**config.mk**
```make
export PLATFORM = sky130hd
export DESIGN_NAME = tsag_cell
export DESIGN_NICKNAME = d
export VERILOG_FILES = /design/src/tensor_axis_sum_address_gen_macros.svh /design/src/tsag_pkg.sv /design/src/tsag_cell.sv
export SDC_FILE = /design/constraint.sdc
export NUM_CORES = 1
export LEC_CHECK = 0
export ABC_AREA = 1
export BUFFER_PORTS_ARGS = -buffer_cell sky130_fd_sc_hd__buf_2
export CORE_MARGIN = 1
export CORE_UTILIZATION = 40
export CTS_BUF_LIST = sky130_fd_sc_hd__clkbuf_4 sky130_fd_sc_hd__clkbuf_8 sky130_fd_sc_hd__clkbuf_16
export CTS_CLUSTER_DIAMETER = 120
export DETAILED_ROUTE_END_ITERATION = 16
export PLACE_DENSITY = 0.63
export SLEW_MARGIN = 15
export SYNTH_ARGS = -nofsm -noshare
export SYNTH_HDL_FRONTEND = slang
export SYNTH_SLANG_ARGS = --single-unit
```
**constraint.sdc**
```tcl
create_clock -name aclk -period 6.8 [get_ports aclk]
set_input_delay 0 -clock aclk [delete_from_list [all_inputs] [get_ports aclk]]
set_output_delay 0 -clock aclk [all_outputs]
set_load 0.005 [all_outputs]
```
**src/tensor_axis_sum_address_gen_macros.svh**
```systemverilog
// Assertion macros for the tensor axis sum address generator.
`ifndef TENSOR_AXIS_SUM_ADDRESS_GEN_MACROS_SVH
`define TENSOR_AXIS_SUM_ADDRESS_GEN_MACROS_SVH

// The consequent must hold in the same cycle as the antecedent.
`define TSAG_ASSERT_NOW(label, ante, cons, msg) \
    label: assert property (@(posedge aclk) disable iff (!aresetn) (ante) |-> (cons)) \
        else $error(msg);

// The consequent must hold in the cycle after the antecedent.
`define TSAG_ASSERT_NEXT(label, ante, cons, msg) \
    label: assert property (@(posedge aclk) disable iff (!aresetn) (ante) |=> (cons)) \
        else $error(msg);

`endif

```
**src/tsag_pkg.sv**
```systemverilog
// Shared widths, types and helpers of the tensor axis sum address generator.
package tsag_pkg;

    localparam int DIM_BITS         = 16;
    localparam int OFFSET_BITS      = 32;
    localparam int DEFAULT_MAX_RANK = 4;
    localparam int CFG_W            = 64;
    localparam int FIELDS           = CFG_W / DIM_BITS;
    localparam int KEPT_SLOTS       = 4;
    localparam int PROD_W           = 2 * DIM_BITS;

    typedef logic [DIM_BITS-1:0] dim_t;

    typedef struct packed {
        logic load;
        logic step;
        logic clear;
        logic active;
    } cell_ctrl_t;

    function automatic dim_t field_of(input logic [CFG_W-1:0] word, input int unsigned idx);
        dim_t result;
        result = '0;
        if (idx < FIELDS) begin
            result = word[idx*DIM_BITS +: DIM_BITS];
        end
        return result;
    endfunction

endpackage

```
**src/tsag_cell.sv**
```systemverilog
// One axis cell: index counter with carry chain, product stage and partial sum hand-off.
module tsag_cell
    import tsag_pkg::*;
#(
    parameter int SUM_W = PROD_W + 3
) (
    input  logic             aclk,
    input  logic             aresetn,
    input  cell_ctrl_t       ctrl,
    input  dim_t             len,
    input  logic             carry_in,
    output logic             carry_out,
    output dim_t             count,
    input  dim_t             src_stride,
    input  dim_t             dst_stride,
    input  dim_t             dst_count,
    input  logic [SUM_W-1:0] src_sum_in,
    input  logic [SUM_W-1:0] dst_sum_in,
    output logic [SUM_W-1:0] src_sum_out,
    output logic [SUM_W-1:0] dst_sum_out
);

    dim_t              count_reg;
    dim_t              count_next;
    logic [DIM_BITS:0] count_inc;
    logic              wrap;
    logic [PROD_W-1:0] src_prod_reg;
    logic [PROD_W-1:0] src_prod_next;
    logic [PROD_W-1:0] dst_prod_reg;
    logic [PROD_W-1:0] dst_prod_next;

    always_comb begin
        count_inc = (DIM_BITS+1)'(count_reg) + (DIM_BITS+1)'(1);
        wrap      = !(count_inc < (DIM_BITS+1)'(len));
        carry_out = ctrl.active ? (carry_in && wrap) : carry_in;
        count_next = count_reg;
        if (ctrl.clear) begin
            count_next = '0;
        end else if (ctrl.step && ctrl.active && carry_in) begin
            count_next = wrap ? '0 : count_inc[DIM_BITS-1:0];
        end
        src_prod_next = PROD_W'(count_reg) * PROD_W'(src_stride);
        dst_prod_next = PROD_W'(dst_count) * PROD_W'(dst_stride);
    end

    always_ff @(posedge aclk) begin
        if (!aresetn) begin
            count_reg <= '0;
        end else begin
            count_reg <= count_next;
        end
    end

    always_ff @(posedge aclk) begin
        if (ctrl.load) begin
            src_prod_reg <= src_prod_next;
            dst_prod_reg <= dst_prod_next;
        end
    end

    assign count       = count_reg;
    assign src_sum_out = src_sum_in + SUM_W'(src_prod_reg);
    assign dst_sum_out = dst_sum_in + SUM_W'(dst_prod_reg);

endmodule

```
Yosys cells after proc, flatten, opt, wreduce, memory -nomap -nowiden
Index checks and enable logic that the tools add are counted.

storage, ports and cells
  bits of input ports = 141
  register bits = 80

cells by class
  $add $sub $neg = 3
  multiply operators = 2
  order comparisons = 1
  bitwise operators = 1
  mux-type cells = 2
  reduce and logical (&&, ||, !) cells = 5

operator list
  kind                     number
  $add A35 B32 Y35         2
  $mul A16 B16 Y32         2
  $add A16 B1 Y17 const B  1
  $lt A17 B16 Y1           1
  $mux W16                 1
  $logic_and A1 B1 Y1      3
  $reduce_or A2 Y1         1
  $logic_not A1 Y1         1
  $mux W1                  1
  $not A1 Y1               1

Longest topological paths before layout
Gate-level depths: netlist (run 1).

  depth after elaboration = 5
  depth in mapped cells = 27

Least setup slack after synthesis (run 1)
No wires, ideal clock.

  kind = reg-to-reg
  start point = register count_reg[15], in the netlist count[15]
  end point = register src_prod_reg[29], data pin
  cell stages (with the launch flop) = 22
  slack = 1.384 ns
  buffers on the path = 2
  arrival time = 5.163 ns
  cell sequence = dfxtp_1 -> clkbuf_1 -> clkbuf_1 -> nand2_1 -> fa_1 -> fa_1 -> inv_1 -> fa_1 -> fa_1 -> fa_1 -> inv_1 -> fa_1 -> inv_1 -> ha_1 -> a21oi_1 -> nand2_1 -> a21oi_1 -> nor2_1 -> nor2_1 -> nand2_1 -> nand2_1 -> nand2_1

between the ends
  cells in the longest elaborated chain, start to end = 1

ends and longest elaborated chain
  element                      line             RTL
  start: declaration           tsag_cell.sv:23  dim_t count_reg;
  start signal: assignment     tsag_cell.sv:50  count_reg <= count_next;
  $mul A16 B16 Y32             tsag_cell.sv:42  src_prod_next = PROD_W'(count_reg) * PROD_W'(src_stride);
  named net src_prod_next[29]  tsag_cell.sv:28  logic [PROD_W-1:0] src_prod_next;
  end signal: assignment       tsag_cell.sv:56  src_prod_reg <= src_prod_next;
  end: declaration             tsag_cell.sv:27  logic [PROD_W-1:0] src_prod_reg;

The timed path passes the listed nets, and every way through them passes these cells.
A chain may end at the register's enable or synchronous reset.

Worst setup path after layout (run 1)
  start point = register count_reg[9], in the netlist count[9]
  end point = register src_prod_reg[20], data pin

The elaborated chain is that of the path after synthesis.

==> results of run 1 <==
## logic make-up (layout without fill, tap and decap cells)
kind of cell / Yosys count / count (layout) / share of synthesized area
other: 0 / 6 / 0
XOR/XNOR: 89 / 89 / 0.0302
flip-flops: 80 / 80 / 0.0868
adder cells (fa/ha/maj): 678 / 678 / 0.442
AND/OR/NAND/NOR: 1514 / 1514 / 0.233
buffers and inverters: 1043 / 1168 / 0.153
AO/OA/AOI/OAI: 261 / 261 / 0.0552
## layout make-up
| class | instances | area (um^2) | area share |
|---|---|---|---|
| sequential | 80 | 2240 | 0.0803 |
| tap | 846 | 1060 | 0.0379 |
| clock buffer | 11 | 240 | 0.00860 |
| inverter | 910 | 3420 | 0.122 |
| timing repair buffer | 242 | 1250 | 0.0449 |
| clock inverter | 5 | 63.8 | 0.00228 |
| multi-input combinational | 2542 | 19600 | 0.703 |
| antenna | 6 | 15.0 | 0.000538 |
## power by group
part           internal [mW]  switching, mW
combinational           2.62           4.65
sequential             0.903         0.0488
clock                  0.296          0.239
total                   3.82           4.93
## worst max-delay path: stages, from the launching register on
cell and delay, ps:
dfxtp_1 900, nand2_1 160, fa_1 520, fa_1 570, fa_1 440, fa_1 540, inv_1 50, fa_1 470
inv_1 50, fa_1 470, inv_1 40, ha_1 340, nand2_1 120, nor2_1 330, nand3_1 150, nand3_1 230
nand3_1 130, nand3_1 90, nand2_1 100
## stage by stage
stage          hold slack [ps]  setup slack, ps  utilization  instances
6_report                   142              771        0.440       4642
5_1_grt                    146              519        0.440       4641
4_1_cts                    121              855        0.440       4636
3_5_place_dp               262              891        0.435       4618
3_3_place_gp               263              910        0.435       4618
2_1_floorplan             79.0             1380            -       3665
## metal layers
layer | GRT usage | part of all wire | vias up
met2 | 0.381 | 0.47 | 658
met4 | 0.0561 | 0.016 | 2
met3 | 0.0198 | 0.049 | 70
met1 | 0.305 | 0.46 | 10997
li1 | - | - | 11110
met5 | 0 | 0.00018 | -
## repair_timing
action,CTS,global route
resized for setup,0,0
setup endpoints to repair,0,0
endpoints found under the hold margin,1,0
hold buffers,2,0
## synthesized netlist by cell type, drive strengths merged
cell type	n
inv	902
edfxtp	64
a31oi	4
clkinv	8
a21boi	4
nand3	103
nor3	14
buf	20
a21oi	154
o21bai	21
nand3b	4
dfxtp	16
nand2	1123
nand4	38
a22oi	2
and3	1
clkbuf	113
o211ai	1
nor2	218
and2	1
ha	288
nor4	11
xor2	68
a21o	8
o21a	4
xnor2	21
o21ai	63
fa	390
or2	1
## worst paths after layout
check	start	end	slack (ps)	cells after the start
setup / recovery	count[9]$_SDFFE_PP0P_	src_prod_reg[20]$_DFFE_PP_	770	18
hold / removal	dst_stride[0]	dst_prod_reg[0]$_DFFE_PP_	140	3
setup reg to reg	count[9]$_SDFFE_PP0P_	src_prod_reg[20]$_DFFE_PP_	770	18
hold reg to reg	count[5]$_SDFFE_PP0P_	count[5]$_SDFFE_PP0P_	720	2
==> impl_metrics.csv, run 1 <==
group,metric,value,unit
global_routing,grt_pass1_vias,23156,
placement,place_hpwl,60.6,mm
sta,post-route-period-util,0.887,
global_routing,track_usage,0.224,
clocking,cts_root_buffer,"clkbuf_16",
route,first_iter_violations,1630,
placement,port_buffers,227,
sta,tightest_slew,899,ps
cells_and_area,syn_to_final_growth,8.11,%
synth,synth_top_area_cell,"fa_1",
clocking,clock_latency,390,ps
min_path,hp-class,"primary input to flop",
floorplanning,initial_core_util,0.407,
clocking,cts.sinks,80,
sta,maxSlewViolCount,0,
power,power.density,314,mW/mm^2
synth,synth_top_area_frac,0.302,
clocking,cts_made_buffers,9,
clocking,post_cts_buffers,0,
sta,fmax,166,MHz
route,wire_per_inst,15.4,um
sta,hold_viol,0,
floorplanning,dieHeight,256,um
power,p_leak,16.6,nW
synth,ys_seq_area_frac,0.0868,
floorplanning,rows,92,
floorplanning,die_w,256,um
worst_setup_path,worstSetupEndpointType,"flop",
sta,setup-tns-final,0,ps
sta,finalClockSkew,22.5,ps
synth,syn_inst,3665,
global_routing,grt_max_degree,65,
synth,ys_ff_latch,80,
floorplanning,core,0.0634,mm^2
clocking,clk_pin_slew,80,ps
worst_setup_path,crit_required,6910,ps
route,vias_per_cell,4.92,
power,ir_worst_vdd,0.442,mV
sta,grt_setup_unrepaired,"no",
route,antenna_left,0,
synth,syn_nets,4484,
global_routing,grt_pass1_wl,118,mm
run_status,status,"finished, final reports clean",
worst_setup_path,crit_type,"flop to flop",
cells_and_area,layout_common_cells,"nand2_1, inv_1, fa_1, ha_1, buf_2",
cells_and_area,fin_area,0.0279,mm^2
synth,synth_cell_types,42,
power,total_power,8.76,mW
worst_setup_path,critPathArrivalTime,6130,ps
synth,netlist_top_cells_area,"fa_1, nand2_1, ha_1, inv_1, edfxtp_1",
floorplanning,io_pins,228,
clocking,cts_tree,"done",
sta,post-route-min-period,6030,ps
worst_setup_path,startpoint_type,"flop",
route,drtPass1Iterations,6,
synth,syn-cell-area,0.0258,mm^2
sta,setup_viol,0,
synth,yosys_warnings,0,
worst_setup_path,cp_max_fo,22,
floorplanning,die_area,0.0656,mm^2
cells_and_area,fill_cells,6587,
global_routing,grt_remaining_overflow,0,
synth,avgSynthCellArea,7.05,um^2
cells_and_area,drive_above_1_share,0.0739,
clocking,htreeDepth,3,
route,wl,71.3,mm
sta,relSlewSlack,0.400,
placement,gp_congestion,0.988,
route,drc_errors,0,
flow_run,cap_violations,0,
cells_and_area,final_nets,4604,
global_routing,antenna_found_initial,6,
clocking,cts_buffer_depth,2,
cells_and_area,final_common_cell,"nand2_1",
route,routed-via-count,22837,
placement,dpl-instance-area,0.0276,mm^2
(Power assumes the default switching activity.)
==> run 2: changes to the inputs <==
--- a/config.mk
+++ b/config.mk
@@ -5,14 +5,15 @@
 export SDC_FILE = /design/constraint.sdc
 export NUM_CORES = 1
 export LEC_CHECK = 0
-export ABC_AREA = 1
+export ABC_AREA = 0
 export BUFFER_PORTS_ARGS = -buffer_cell sky130_fd_sc_hd__buf_2
 export CORE_MARGIN = 1
 export CORE_UTILIZATION = 40
 export CTS_BUF_LIST = sky130_fd_sc_hd__clkbuf_4 sky130_fd_sc_hd__clkbuf_8 sky130_fd_sc_hd__clkbuf_16
 export CTS_CLUSTER_DIAMETER = 120
 export DETAILED_ROUTE_END_ITERATION = 16
-export PLACE_DENSITY = 0.63
+export PLACE_DENSITY = 0.64
+export RECOVER_POWER = 100
 export SLEW_MARGIN = 15
 export SYNTH_ARGS = -nofsm -noshare
 export SYNTH_HDL_FRONTEND = slang
==> impl_metrics.csv, run 2 <==
group,metric,value,unit
clocking,cts.sinks,80,
placement,port_buffers,227,
synth,netlist_top_cells_area,"fa_1, ha_1, edfxtp_1, inv_1, and2_1",
flow_run,cap_violations,1,
placement,dpl.cell_count,3576,
run_status,status,"finished, violations left",
clocking,post_cts_buffers,0,
sta,relSlewSlack,-1.32,
cells_and_area,fin_area,0.0255,mm^2
synth,synth_flop_cell,"edfxtp_1",
global_routing,antenna_found_initial,4,
worst_setup_path,timing.critical_path.from,"count[14]$_SDFFE_PP0P_",
clocking,htreeDepth,3,
power,power.share.sequential,0.120,
sta,post-route-period-util,0.966,
worst_setup_path,crit_type,"flop to flop",
synth,synth-edff-count,64,
synth,synth_top_area_frac,0.332,
worst_setup_path,cp_max_fo,16,
sta,worst_slack,233,ps
floorplanning,die_w,244,um
worst_setup_path,crit_required,6990,ps
synth,avgSynthCellArea,8.80,um^2
route,wire_per_inst,16.2,um
synth,yosysMostFrequentCell,"inv_1",
route,vias_per_cell,5.09,
sta,maxSlewViolCount,65,
cells_and_area,final_common_cell,"inv_1",
sta,tightest_slew,3480,ps
sta,post-route-min-period,6570,ps
synth,yosys_warnings,0,
route,wl,58.4,mm
clocking,ctsHoldBuffers,0,
synth,synth_cell_types,71,
clocking,cts_made_buffers,9,
power,ir_worst_vdd,0.456,mV
cells_and_area,syn_to_final_growth,8.52,%
global_routing,grt_pass1_wl,97.4,mm
sta,setup-tns-final,0,ps
clocking,cts_root_buffer,"clkbuf_16",
placement,pre_cts_ws,530,ps
cells_and_area,final_nets,3641,
global_routing,grt_pass1_vias,18833,
route,first_iter_violations,850,
min_path,min_from,"dst_stride[0]",
synth,syn_nets,3490,
sta,hold_viol,0,
floorplanning,initial_core_util,0.406,
power,switching_share,0.503,
sta,setup_viol,0,
floorplanning,io_pins,228,
sta,grt_setup_unrepaired,"no",
global_routing,gr-usage-met1,0.279,
cells_and_area,layout_common_cells,"inv_1, fa_1, nand2_1, ha_1, and2_1",
placement,dpl-instance-area,0.0253,mm^2
route,routed-via-count,18312,
cells_and_area,drive_above_1_share,0.0761,
run_status,violations,"max-capacitance violations, max-slew violations",
global_routing,top_usage_layer,"met2",
floorplanning,core,0.0579,mm^2
clocking,clk_pin_slew,80,ps
sta,fmax,152,MHz
clocking,cts_tree,"done",
min_path,hp-class,"primary input to flop",
clocking,clock_latency,370,ps
worst_setup_path,critPathArrivalTime,6750,ps
floorplanning,die_area,0.0597,mm^2
worst_setup_path,r2r-start,"count[14]$_SDFFE_PP0P_",
cells_and_area,final_util,0.440,
cells_and_area,finalNonFillerCells,3596,
power,power.density,313,mW/mm^2
synth,synth_top_area_cell,"fa_1",
power,cell_internal_pwr,3.97,mW
route,drc_errors,0,
global_routing,grt_remaining_overflow,0,
clocking,cts_resized,0,
power,pwr-share-comb,0.815,
route,drtPass1Iterations,5,
global_routing,grtUsageMet3,0.0292,
worst_setup_path,startpoint_type,"flop",
placement,place_hpwl,47.3,mm
clocking,cts_buffer_depth,2,
global_routing,use_met2,0.330,
global_routing,grt_max_degree,65,
synth,syn_inst,2671,
route,antenna_left,0,
synth,syn-cell-area,0.0235,mm^2
synth,ys_seq_area_frac,0.0954,
floorplanning,rows,88,
power,clockPowerShare,0.065,
synth,synth_common_cells,"inv_1, fa_1, nand2_1",
placement,gp_congestion,0.900,
synth,async_reset_ff_frac,0,
power,power.switching,4.02,mW
synth,ys_ff_latch,80,
power,p_leak,13.1,nW
worst_setup_path,worstSetupEndpointType,"flop",
global_routing,track_usage,0.204,
sta,finalClockSkew,17.9,ps
floorplanning,dieHeight,244,um
## run 2: changes by cell type in the layout (fill, tap and decap cells not counted), moves of 30 or more
cell,change
a21o_1,+70
a21oi_1,-44
and2_1,+234
buf_2,-61
clkbuf_1,+57
inv_1,-403
nand2_1,-752
nand3_1,-75
nor2_1,-141
xnor2_1,+72
xor2_1,-30
## run 2: kinds of logic after synthesis
kind of cell    after synthesis  synth area share
mux                           1          0.000426
simple gates                818             0.170
flops                        80            0.0954
fa+ha+maj                   678             0.485
compound gates              365             0.104
xor+xnor                    131            0.0488
buf+inv                     598            0.0961
## run 2: area by class of cell
cell class / instances / area, um^2
fillers: 5848 / 32400
well taps: 765 / 957
inverters: 491 / 1840
clock buffers: 9 / 225
multi-input cells: 1993 / 19000
diodes: 4 / 10.0
repair buffers: 247 / 1190
flip-flops and latches: 80 / 2240
clock inverters: 7 / 80.1
## run 2: layer usage
metal  vias to the layer above  routed length (um)
met3                        96                3400
met2                       549               26700
met1                      8934               26400
met4                         0                1840
li1                       8733                   -
met5                         -                   0
## run 2: through the flow
| step | hold WS, ps | total power, mW |
|---|---|---|
| floorplan | 55.4 | 5.78 |
| global placement | 251 | 7.49 |
| detailed placement | 254 | 7.51 |
| CTS | 174 | 8.10 |
| global route | 203 | 8.91 |
| finish | 202 | 7.98 |
## run 2: worst max-delay path, stage by stage (launching register included)
cell	delay, ps
dfxtp_1	510
clkbuf_1	760
nand2_1	180
fa_1	540
fa_1	520
inv_1	50
fa_1	450
fa_1	540
fa_1	420
ha_1	340
ha_1	410
a21o_1	210
a21o_1	170
a21o_1	200
a21o_1	180
a21o_1	190
a31o_2	270
mux2i_1	150
o31ai_1	90
a31oi_1	200
## run 2: power groups by stage
stage               Sequential, mW  Clock (mW)  Combinational, mW
floorplan                    0.932           0               4.85
global placement             0.971           0               6.52
detailed placement           0.971           0               6.54
CTS                          0.961       0.540               6.60
global route                 0.969       0.555               7.39
finish                       0.958       0.518               6.51
## run 2: worst paths after layout
check	endpoint	slack (ps)	cells after the start
worst max register to register	src_prod_reg[29]$_DFFE_PP_	230	19
worst max-delay path	src_prod_reg[29]$_DFFE_PP_	230	19
worst min-delay path	dst_prod_reg[0]$_DFFE_PP_	200	2
worst min register to register	count[8]$_SDFFE_PP0P_	710	2
